[src/sv/gpsfp_pkg.sv]
`default_nettype none

package gpsfp_pkg;

    localparam int STORE_DEPTH_DEF       = 20;
    localparam int TICK_COUNTER_BITS_DEF = 32;

    // Checksum covers bytes 0..CSUM_LAST, checksum byte sits at CSUM_POS
    localparam int CSUM_LAST   = 16;
    localparam int CSUM_POS    = 17;
    localparam int FIELD_BYTES = CSUM_LAST + 1;

    localparam int CFG_DATA_W  = 16;
    localparam int CFG_INDEX_W = 2;

    localparam logic [CFG_INDEX_W-1:0] REG_SUFFIX_FIRST  = 2'd0;
    localparam logic [CFG_INDEX_W-1:0] REG_SUFFIX_SECOND = 2'd1;
    localparam logic [CFG_INDEX_W-1:0] REG_LOST_LIMIT    = 2'd2;

    localparam logic [7:0]  SUFFIX_FIRST_RST  = 8'd238;
    localparam logic [7:0]  SUFFIX_SECOND_RST = 8'd239;
    localparam logic [15:0] LOST_LIMIT_RST    = 16'd1000;

    localparam logic OP_BYTE = 1'b0;
    localparam logic OP_TICK = 1'b1;

    typedef struct packed {
        logic       opcode;
        logic [7:0] rx_byte;
    } in_t;

    typedef struct packed {
        logic               frame_good;
        logic signed [31:0] latitude;
        logic signed [31:0] longitude;
        logic [7:0]         sat_count;
        logic [7:0]         hdop_tenths;
        logic signed [15:0] altitude_tenths;
        logic [15:0]        heading_hundredths;
        logic [15:0]        speed_tenths;
        logic               fix_lost;
    } out_t;

endpackage

`default_nettype wire

[src/sv/gps_frame_parser_with_watchdog.sv]
// GPS frame parser with fix-loss watchdog.
// Input channel (in_valid / in_stall / in_data): each transfer is either a
// received serial byte or one time tick. Every input transfer yields exactly
// one result transfer on the output channel (out_valid / out_stall / out_data)
// holding the current navigation fields, fix_lost and frame_good.
// A tick or an ordinary byte goes through the finish step to the output register.
// A byte that completes the end marker starts a walk over the frame store:
// one store read per cycle for bytes 0..17 through the single read port,
// XOR folding bytes 0..16 and comparing with byte 17; the item then goes
// to the finish step. in_stall is high while an item is being worked on.
// Configuration (cfg_we / cfg_index / cfg_data) writes the end-marker bytes
// and the loss limit; write only while the block is idle.
// Reset clears the store valid flags (unwritten bytes read as zero), counters
// and fields, sets fix_lost and loads the register defaults. If out_stall
// holds the result, the finished item waits in the finish step; the output
// register keeps it stable until taken, and input resumes once it is loaded.
`default_nettype none

module gps_frame_parser_with_watchdog
    import gpsfp_pkg::*;
#(
    parameter int STORE_DEPTH       = STORE_DEPTH_DEF,
    parameter int TICK_COUNTER_BITS = TICK_COUNTER_BITS_DEF
) (
    input  wire logic                   clk,
    input  wire logic                   rst_n,
    input  wire logic                   in_valid,
    output logic                        in_stall,
    input  wire in_t                    in_data,
    output logic                        out_valid,
    input  wire logic                   out_stall,
    output out_t                        out_data,
    input  wire logic                   cfg_we,
    input  wire logic [CFG_INDEX_W-1:0] cfg_index,
    input  wire logic [CFG_DATA_W-1:0]  cfg_data
);

    localparam int POS_W = $clog2(STORE_DEPTH);
    localparam int SR_W  = FIELD_BYTES * 8;
    localparam logic [POS_W-1:0] POS_LAST  = POS_W'(STORE_DEPTH - 1);
    localparam logic [POS_W-1:0] IDX_CSUM  = POS_W'(CSUM_POS);

    typedef enum logic [2:0] {
        ST_IDLE   = 3'b001,
        ST_WALK   = 3'b010,
        ST_FINISH = 3'b100
    } state_t;

    state_t state_reg, state_next;

    logic [7:0]  suffix_first_reg, suffix_first_next;
    logic [7:0]  suffix_second_reg, suffix_second_next;
    logic [15:0] lost_limit_reg, lost_limit_next;

    logic [7:0] mem [STORE_DEPTH];
    logic [STORE_DEPTH-1:0] store_vld_reg, store_vld_next;
    logic [7:0] rd_data_reg;
    logic       rd_ok_reg;

    logic [POS_W-1:0] pos_reg, pos_next;
    logic [7:0]       last_byte_reg, last_byte_next;
    logic [TICK_COUNTER_BITS-1:0] tsg_reg, tsg_next;
    logic [TICK_COUNTER_BITS-1:0] up_reg, up_next;

    logic signed [31:0] lat_reg, lat_next;
    logic signed [31:0] lon_reg, lon_next;
    logic [7:0]         sats_reg, sats_next;
    logic [7:0]         hdop_reg, hdop_next;
    logic signed [15:0] alt_reg, alt_next;
    logic [15:0]        heading_reg, heading_next;
    logic [15:0]        speed_reg, speed_next;
    logic               lost_reg, lost_next;
    logic               good_reg, good_next;

    logic [POS_W-1:0] idx_reg, idx_next;
    logic             issue_done_reg, issue_done_next;
    logic             dat_vld_reg, dat_vld_next;
    logic [POS_W-1:0] dat_idx_reg, dat_idx_next;
    logic [7:0]       xor_reg, xor_next;
    logic [SR_W-1:0]  sr_reg, sr_next;

    logic out_valid_reg, out_valid_next;
    out_t out_data_reg, out_data_next;

    logic in_accept;
    logic mem_we;
    logic can_load;
    logic lost_now;
    logic [7:0] rd_byte;
    logic [TICK_COUNTER_BITS-1:0] limit_ext;

    assign in_stall  = (state_reg != ST_IDLE);
    assign in_accept = in_valid && !in_stall;
    assign mem_we    = in_accept && (in_data.opcode == OP_BYTE);
    assign can_load  = !out_valid_reg || !out_stall;
    assign rd_byte   = rd_ok_reg ? rd_data_reg : 8'd0;
    assign limit_ext = {{(TICK_COUNTER_BITS-16){1'b0}}, lost_limit_reg};
    assign lost_now  = (tsg_reg > limit_ext) || (up_reg <= limit_ext);

    assign out_valid = out_valid_reg;
    assign out_data  = out_data_reg;

    // Frame store: one write port, one registered read port
    always_ff @(posedge clk)
    begin
        if (mem_we)
        begin
            mem[pos_reg] <= in_data.rx_byte;
        end
        rd_data_reg <= mem[idx_reg];
    end

    always_comb
    begin
        state_next         = state_reg;
        suffix_first_next  = suffix_first_reg;
        suffix_second_next = suffix_second_reg;
        lost_limit_next    = lost_limit_reg;
        store_vld_next     = store_vld_reg;
        pos_next           = pos_reg;
        last_byte_next     = last_byte_reg;
        tsg_next           = tsg_reg;
        up_next            = up_reg;
        lat_next           = lat_reg;
        lon_next           = lon_reg;
        sats_next          = sats_reg;
        hdop_next          = hdop_reg;
        alt_next           = alt_reg;
        heading_next       = heading_reg;
        speed_next         = speed_reg;
        lost_next          = lost_reg;
        good_next          = good_reg;
        idx_next           = idx_reg;
        issue_done_next    = issue_done_reg;
        dat_vld_next       = (state_reg == ST_WALK) && !issue_done_reg;
        dat_idx_next       = idx_reg;
        xor_next           = xor_reg;
        sr_next            = sr_reg;
        out_valid_next     = out_valid_reg;
        out_data_next      = out_data_reg;

        if (cfg_we)
        begin
            unique case (cfg_index)
                REG_SUFFIX_FIRST:  suffix_first_next  = cfg_data[7:0];
                REG_SUFFIX_SECOND: suffix_second_next = cfg_data[7:0];
                REG_LOST_LIMIT:    lost_limit_next    = cfg_data;
                default:           ;
            endcase
        end

        if (out_valid_reg && !out_stall)
        begin
            out_valid_next = 1'b0;
        end

        unique case (state_reg)
            ST_IDLE:
            begin
                if (in_accept)
                begin
                    good_next = 1'b0;
                    if (in_data.opcode == OP_TICK)
                    begin
                        up_next  = (&up_reg)  ? up_reg  : up_reg + 1'b1;
                        tsg_next = (&tsg_reg) ? tsg_reg : tsg_reg + 1'b1;
                        state_next = ST_FINISH;
                    end
                    else
                    begin
                        store_vld_next[pos_reg] = 1'b1;
                        if (last_byte_reg == suffix_first_reg &&
                            in_data.rx_byte == suffix_second_reg)
                        begin
                            // end marker: rewind and check the frame
                            pos_next        = '0;
                            idx_next        = '0;
                            issue_done_next = 1'b0;
                            xor_next        = 8'd0;
                            state_next      = ST_WALK;
                        end
                        else
                        begin
                            last_byte_next = in_data.rx_byte;
                            pos_next   = (pos_reg == POS_LAST) ? '0 : pos_reg + 1'b1;
                            state_next = ST_FINISH;
                        end
                    end
                end
            end
            ST_WALK:
            begin
                if (!issue_done_reg)
                begin
                    idx_next = idx_reg + 1'b1;
                    if (idx_reg == IDX_CSUM)
                    begin
                        issue_done_next = 1'b1;
                    end
                end
                if (dat_vld_reg)
                begin
                    if (dat_idx_reg == IDX_CSUM)
                    begin
                        if (xor_reg == rd_byte)
                        begin
                            good_next    = 1'b1;
                            tsg_next     = '0;
                            lat_next     = sr_reg[135:104];
                            lon_next     = sr_reg[103:72];
                            sats_next    = sr_reg[63:56];
                            hdop_next    = sr_reg[55:48];
                            alt_next     = sr_reg[47:32];
                            heading_next = sr_reg[31:16];
                            speed_next   = sr_reg[15:0];
                        end
                        state_next = ST_FINISH;
                    end
                    else
                    begin
                        xor_next = xor_reg ^ rd_byte;
                        sr_next  = {sr_reg[SR_W-9:0], rd_byte};
                    end
                end
            end
            ST_FINISH:
            begin
                // hold until the output register is free
                if (can_load)
                begin
                    lost_next = lost_now;
                    if (lost_now)
                    begin
                        lat_next  = '0;
                        lon_next  = '0;
                        sats_next = '0;
                    end
                    out_valid_next                   = 1'b1;
                    out_data_next.frame_good         = good_reg;
                    out_data_next.latitude           = lost_now ? 32'sd0 : lat_reg;
                    out_data_next.longitude          = lost_now ? 32'sd0 : lon_reg;
                    out_data_next.sat_count          = lost_now ? 8'd0 : sats_reg;
                    out_data_next.hdop_tenths        = hdop_reg;
                    out_data_next.altitude_tenths    = alt_reg;
                    out_data_next.heading_hundredths = heading_reg;
                    out_data_next.speed_tenths       = speed_reg;
                    out_data_next.fix_lost           = lost_now;
                    state_next = ST_IDLE;
                end
            end
            default:
            begin
                state_next = ST_IDLE;
            end
        endcase
    end

    always_ff @(posedge clk or negedge rst_n)
    begin
        if (!rst_n)
        begin
            state_reg         <= ST_IDLE;
            suffix_first_reg  <= SUFFIX_FIRST_RST;
            suffix_second_reg <= SUFFIX_SECOND_RST;
            lost_limit_reg    <= LOST_LIMIT_RST;
            store_vld_reg     <= '0;
            rd_ok_reg         <= 1'b0;
            pos_reg           <= '0;
            last_byte_reg     <= 8'd0;
            tsg_reg           <= '0;
            up_reg            <= '0;
            lat_reg           <= '0;
            lon_reg           <= '0;
            sats_reg          <= '0;
            hdop_reg          <= '0;
            alt_reg           <= '0;
            heading_reg       <= '0;
            speed_reg         <= '0;
            lost_reg          <= 1'b1;
            good_reg          <= 1'b0;
            idx_reg           <= '0;
            issue_done_reg    <= 1'b1;
            dat_vld_reg       <= 1'b0;
            out_valid_reg     <= 1'b0;
        end
        else
        begin
            state_reg         <= state_next;
            suffix_first_reg  <= suffix_first_next;
            suffix_second_reg <= suffix_second_next;
            lost_limit_reg    <= lost_limit_next;
            store_vld_reg     <= store_vld_next;
            rd_ok_reg         <= store_vld_reg[idx_reg];
            pos_reg           <= pos_next;
            last_byte_reg     <= last_byte_next;
            tsg_reg           <= tsg_next;
            up_reg            <= up_next;
            lat_reg           <= lat_next;
            lon_reg           <= lon_next;
            sats_reg          <= sats_next;
            hdop_reg          <= hdop_next;
            alt_reg           <= alt_next;
            heading_reg       <= heading_next;
            speed_reg         <= speed_next;
            lost_reg          <= lost_next;
            good_reg          <= good_next;
            idx_reg           <= idx_next;
            issue_done_reg    <= issue_done_next;
            dat_vld_reg       <= dat_vld_next;
            out_valid_reg     <= out_valid_next;
        end
    end

    always_ff @(posedge clk)
    begin
        dat_idx_reg  <= dat_idx_next;
        xor_reg      <= xor_next;
        sr_reg       <= sr_next;
        out_data_reg <= out_data_next;
    end

endmodule

`default_nettype wire

[config.mk]
export PLATFORM = sky130hd
export DESIGN_NAME = gps_frame_parser_with_watchdog
export DESIGN_NICKNAME = d
export VERILOG_FILES = /design/src/sv/gpsfp_pkg.sv /design/src/sv/gps_frame_parser_with_watchdog.sv
export SDC_FILE = /design/constraint.sdc
export NUM_CORES = 1
export LEC_CHECK = 0
export BUFFER_PORTS_ARGS = -buffer_cell sky130_fd_sc_hd__buf_2
export CORE_MARGIN = 2
export CORE_UTILIZATION = 55
export CTS_BUF_LIST = sky130_fd_sc_hd__clkbuf_4 sky130_fd_sc_hd__clkbuf_8 sky130_fd_sc_hd__clkbuf_16
export DETAILED_ROUTE_END_ITERATION = 16
export HOLD_SLACK_MARGIN = 0.08
export PLACE_DENSITY = 0.71
export SLEW_MARGIN = 20
export SYNTH_ARGS = -nofsm -noshare
export SYNTH_HDL_FRONTEND = slang
export SYNTH_SLANG_ARGS = --single-unit
[constraint.sdc]
create_clock -name clk -period 9.85 [get_ports clk]
set_clock_uncertainty 0.2 [all_clocks]
set_input_delay 1.4775 -clock clk [delete_from_list [all_inputs] [get_ports clk]]
set_output_delay 1.4775 -clock clk [all_outputs]
set_load 0.02 [all_outputs]
Yosys cells after proc, flatten, opt, wreduce, memory -nomap -nowiden --
Memory sizes are Yosys's and may differ from the RTL's. A register that Yosys moved wholly into a read port is not among the register bits. Cells that the tools add are included.
Word-level totals: bits in writable memories 160, flip-flop bits (word level) 549, output and inout port bits 132, input bits 32, word-level logic and storage cells 172, memories kept 1
Memories:
- mem | depth 20, width 8, rd ports 1, clocked after memory_dff 1, write ports 1, line gps_frame_parser_with_watchdog.sv:55 | logic [7:0] mem [STORE_DEPTH];
Operators by class: reductions and logical operators 33, add/sub/neg operators 4, multiplexer cells 66, order comparisons 5, eq/ne operators 23, bitwise logic cells 6
Operator list (count):
- 32-bit 2-to-1 mux | 16
- 32-bit case mux with 2 select lines | 3
- 8-bit 2-to-1 mux | 11
- 32-bit by 1-bit adder with 32-bit output, second input constant | 2
- 32-bit AND reduction | 2
- 32-bit by 16-bit > comparator with 1-bit output | 1
- 32-bit by 16-bit <= comparator with 1-bit output | 1
- 8-bit case mux with 2 select lines | 2
- 5-bit 2-to-1 mux | 6
- 8-bit == test | 3
- 20-bit bitwise OR | 1
- 4-bit AND reduction | 5
- 3-bit 2-to-1 mux | 6
- 2-bit inequality test, second input constant | 9
- 1-bit 2-to-1 mux | 16
- 5-bit == test, second input constant | 3
- 5-bit AND reduction | 3
- 5-bit by 6-bit < comparator with 1-bit output, second input constant | 2
- 5-bit by 1-bit adder with 5-bit output, second input constant | 2
- 5-bit case mux with 2 select lines | 1
- 3-bit case mux with 3 select lines | 1
- 2-bit AND reduction | 4
- 8-bit bitwise XOR | 1
- 7-bit AND reduction | 1
- other kinds (19) | 35

Longest topological paths before layout --
depth in word-level cells 6, depth in mapped cells 9

Worst setup path after synthesis --
OpenSTA, ideal clock, no wires.
path kind input port to flip-flop, start input out_stall, end register lat_reg[0], required time 9523 ps, setup slack 538 ps, arrival 8984 ps, stages on the path 4, cell sequence a21oi_1 -> a21boi_2 -> clkbuf_2 -> o21ai_0
Between the ends: longest elaborated chain between the ends 4
RTL lines:
- from (decl) | line gps_frame_parser_with_watchdog.sv:31 | input wire logic out_stall,
- 1-bit zero test | line gps_frame_parser_with_watchdog.sv:95 | assign can_load = !out_valid_reg || !out_stall;
- 1-bit logical OR | line gps_frame_parser_with_watchdog.sv:95
- 2-bit inequality test (no line)
- 5-bit AND reduction (no line)
- to (signal assigned) | line gps_frame_parser_with_watchdog.sv:298 | lat_reg <= lat_next;
- to (decl) | line gps_frame_parser_with_watchdog.sv:65 | logic signed [31:0] lat_reg, lat_next;
Every way passes these cells. A chain may end at the register's enable or synchronous reset.

Worst setup path in the final report --
start register lost_limit_reg[7], end register lon_reg[14]
Between the ends: longest elaborated chain between the ends 5, elaborated cells between the ends (all ways) 6, classes of those cells order compare (2); mux (3); reduce/logical (1)
RTL lines:
- from (decl) | line gps_frame_parser_with_watchdog.sv:53 | logic [15:0] lost_limit_reg, lost_limit_next;
- from (signal assigned) | line gps_frame_parser_with_watchdog.sv:291 | lost_limit_reg <= lost_limit_next;
- 32-bit by 16-bit > comparator with 1-bit output / 32-bit by 16-bit <= comparator with 1-bit output (equally long branches) | line gps_frame_parser_with_watchdog.sv:98 | assign lost_now = (tsg_reg > limit_ext) || (up_reg <= limit_ext);
- 1-bit logical OR * | line gps_frame_parser_with_watchdog.sv:98
- 32-bit 2-to-1 mux * (2 in a row)
- 32-bit case mux with 2 select lines *
- to (signal assigned) | line gps_frame_parser_with_watchdog.sv:299 | lon_reg <= lon_next;
- to (decl) | line gps_frame_parser_with_watchdog.sv:66 | logic signed [31:0] lon_reg, lon_next;
Every way passes the cells marked *; elsewhere a longest branch is shown, timed or not. The select of a mux whose other input is x is not followed.

==> reports/results.ini <==
[worst_setup_path]
r2r_cells = 10
endpoint_kind = flip-flop
critical_path.top_delay_family = compound AO/OA/AOI/OAI gates
crit_end = lon_reg[14]
worstPathArrival_ns = 4.21
cp-startpoint = lost_limit_reg[7]
cp_num_buf_inv = 3
r2r_end = lon_reg[14]
reg2reg_from = lost_limit_reg[7]
start_kind = flip-flop
worstSetupPathType = flip-flop to flip-flop
max_stage_delay_ns = 0.76
critPathSlowestCell = o311ai_0
path_cells = inv_1 -> ha_1 -> a21oi_1 -> o21ai_0 -> o311ai_0 -> a31oi_4 -> buf_4 -> a21boi_4 -> buf_4 -> o21ai_0
path_depth = 10
reg2reg_slack_ns = 5.86
cp_max_fo = 74
required_ns = 10.07

[sta]
hold_violations = 0
period_share_pct = 40.54
worst_pin_slew_ns = 1.125
finalSetupViolCount = 0
slew-limit-headroom_pct = 24.74
drv_slew = 0
period_minus_slack_ns = 3.993
rsz0062_at_grt = false
max_freq_mhz = 250.4
setup-tns-final_ns = 0

[logic_synthesis]
synth_edf_count = 434
yosysSeqAreaShare_pct = 71.45
syn_nets = 2051
synthCells = 1979
async_flop_share_pct = 37.66
synth_top_area_cell = edfxtp_1
synthTopCellsByArea = edfxtp_1 46%, dfrtp_1 22%, nand2_1 4.9%
synth.top_cell.area_share_pct = 46.39
ys.flop_type = edfxtp_1
syn_area_um2 = 28100
synth_seq_cells = 717
yosysWarnings = 0
synthDistinctLibCells = 59
avgSynthCellArea_um2 = 14.20

[clocking]
cts_tree = done
numCtsBuffers = 70
clockBufferDepth = 3
clk_latency_ns = 0.60
cts_sinks = 717
ctsRootBufferMaster = clkbuf_16
post-cts-setup-buffers = 0
cts-resized-gates = 0
clk_pin_slew_worst_paths_ns = 0.06
htree_levels = 3
cts_hold_buf = 0

[global_route]
grt.total_usage_pct = 22.39
use_met3_pct = 3.745
grt.busiest_layer = met2
grt_overflow = 0
grt_pass1_wl_um = 92360
grtUsageMet1_pct = 31.16
antenna_found_initial = 2
first_global_vias = 16453
grt_max_degree = 100
use_met2_pct = 36.79

[status]
status = finished, final reports clean

[placed_design]
place_hpwl_um = 36280
io_buffers = 163
gp_congestion = 0.8492

[power_and_ir_drop]
internal-power_uw = 5210
p_clk_share_pct = 39.7
power_leakage_uw = 0.01230
p_switching_uw = 1615
irDropWorstVdd_mv = 0.1799
switching_share_pct = 23.66
p_seq_share_pct = 51.6
p_comb_share_pct = 8.7
p_total_uw = 6825
p_per_area_nw_per_um2 = 213.0

[cells_and_area]
final_common_cell = edfxtp_1
most-common-layout-cells = 434 x edfxtp_1, 366 x nand2_1, 248 x dfrtp_1, 162 x buf_2, 99 x o21ai_0
area_growth_pct = 14.05
fin_nets = 2222
antenna_cells = 0
largest_reg_flops = 160
drive_gt1_share_pct = 21.54

[routing]
detail-route-antenna-nets = 0
num_vias = 16566
drt_pass1_iterations = 5
drcViolationCount = 0
drt_iter0_markers = 1457
vias_per_cell = 5.758
wl_per_cell_um = 20.32
wirelength_um = 58450

[floorplanning]
coreArea_um2 = 50270
ios = 164
initial_core_util_pct = 55.89
die_x_um = 230.0
die_h_um = 230.0
dieArea_um2 = 52910
rows = 82

[hold_path]
holdCritPathClass = flip-flop to flip-flop
hold_start = sr_reg[64]

[run]
max_cap_violations = 0

worst reg2reg max path, stage by stage, from the launching register on:
cell and delay, ns:
dfstp_2 0.54, inv_1 0.07, ha_1 0.33, a21oi_1 0.19
o21ai_0 0.11, o311ai_0 0.76, a31oi_4 0.16, buf_4 0.34
a21boi_4 0.30, buf_4 0.53, o21ai_0 0.30
power groups by stage:
stage	Sequential (uW)	Clock [uW]	Combinational [uW]
after floorplan	3650	0	304
after global placement	3570	0	579
after detailed placement	3580	0	596
after CTS	3520	2760	599
after global routing	3540	2880	656
final	3520	2710	596
cell usage after synthesis (24+ instances only):
| library cell | count |
|---|---|
| clkbuf_1 | 62 |
| mux2_2 | 50 |
| a21oi_1 | 40 |
| dfrtp_1 | 249 |
| nor2_1 | 63 |
| nand4_1 | 34 |
| ha_1 | 40 |
| or4_1 | 24 |
| inv_1 | 34 |
| o21ai_0 | 99 |
| mux4_2 | 54 |
| edfxtp_1 | 434 |
| nand2_1 | 366 |
| nand3_1 | 49 |
| xnor2_1 | 40 |
| and3_1 | 89 |
worst min-delay path by stage:
stage                  to  slack, ns  cells past startpoint
2_1_floorplan  sr_reg[72]       0.20                      0
3_3_place_gp   sr_reg[75]       0.21                      0
3_5_place_dp   sr_reg[72]       0.21                      0
4_1_cts        sr_reg[72]       0.22                      0
5_1_grt        sr_reg[72]       0.23                      0
6_report       sr_reg[72]       0.22                      0
logic make-up after synthesis:
group	synth area share, %
adders and majority gates	1.781
AOI/OAI and AO/OA	3.937
DFF	71.45
buffers and inverters	1.786
xor gates and xnor gates	1.933
and+or+nand+nor	12.78
muxes	6.333
metrics by stage:
step / worst slack (ns) / utilization [%] / hold WS [ns] / instances / instance area (um2)
2_1_floorplan: 0.5381 / - / 0.2003 / 1979 / 28100
3_3_place_gp: 5.534 / 58.98 / 0.2098 / 2749 / 29650
3_5_place_dp: 5.457 / 58.98 / 0.2106 / 2749 / 29650
4_1_cts: 5.962 / 63.66 / 0.2245 / 2876 / 32000
5_1_grt: 5.673 / 63.74 / 0.2277 / 2877 / 32040
6_report: 5.857 / 63.74 / 0.2225 / 2877 / 32040
per-layer routing:
layer / vias up / part of all wire [%]
met5: - / 0.041
met4: 4 / 2.1
met3: 85 / 5.8
met2: 524 / 49
met1: 8372 / 43
li1: 7581 / -
layout make-up:
type                    count  area [um2]
clock buffers              93        1961
clock inverters            34       392.9
fillers                  3720       18230
inverters                  34       127.6
multi-input cells        1139        7610
flip-flops and latches    717       20080
well taps                 672       840.8
repair buffers            188        1033
(Power assumes the default switching activity.)
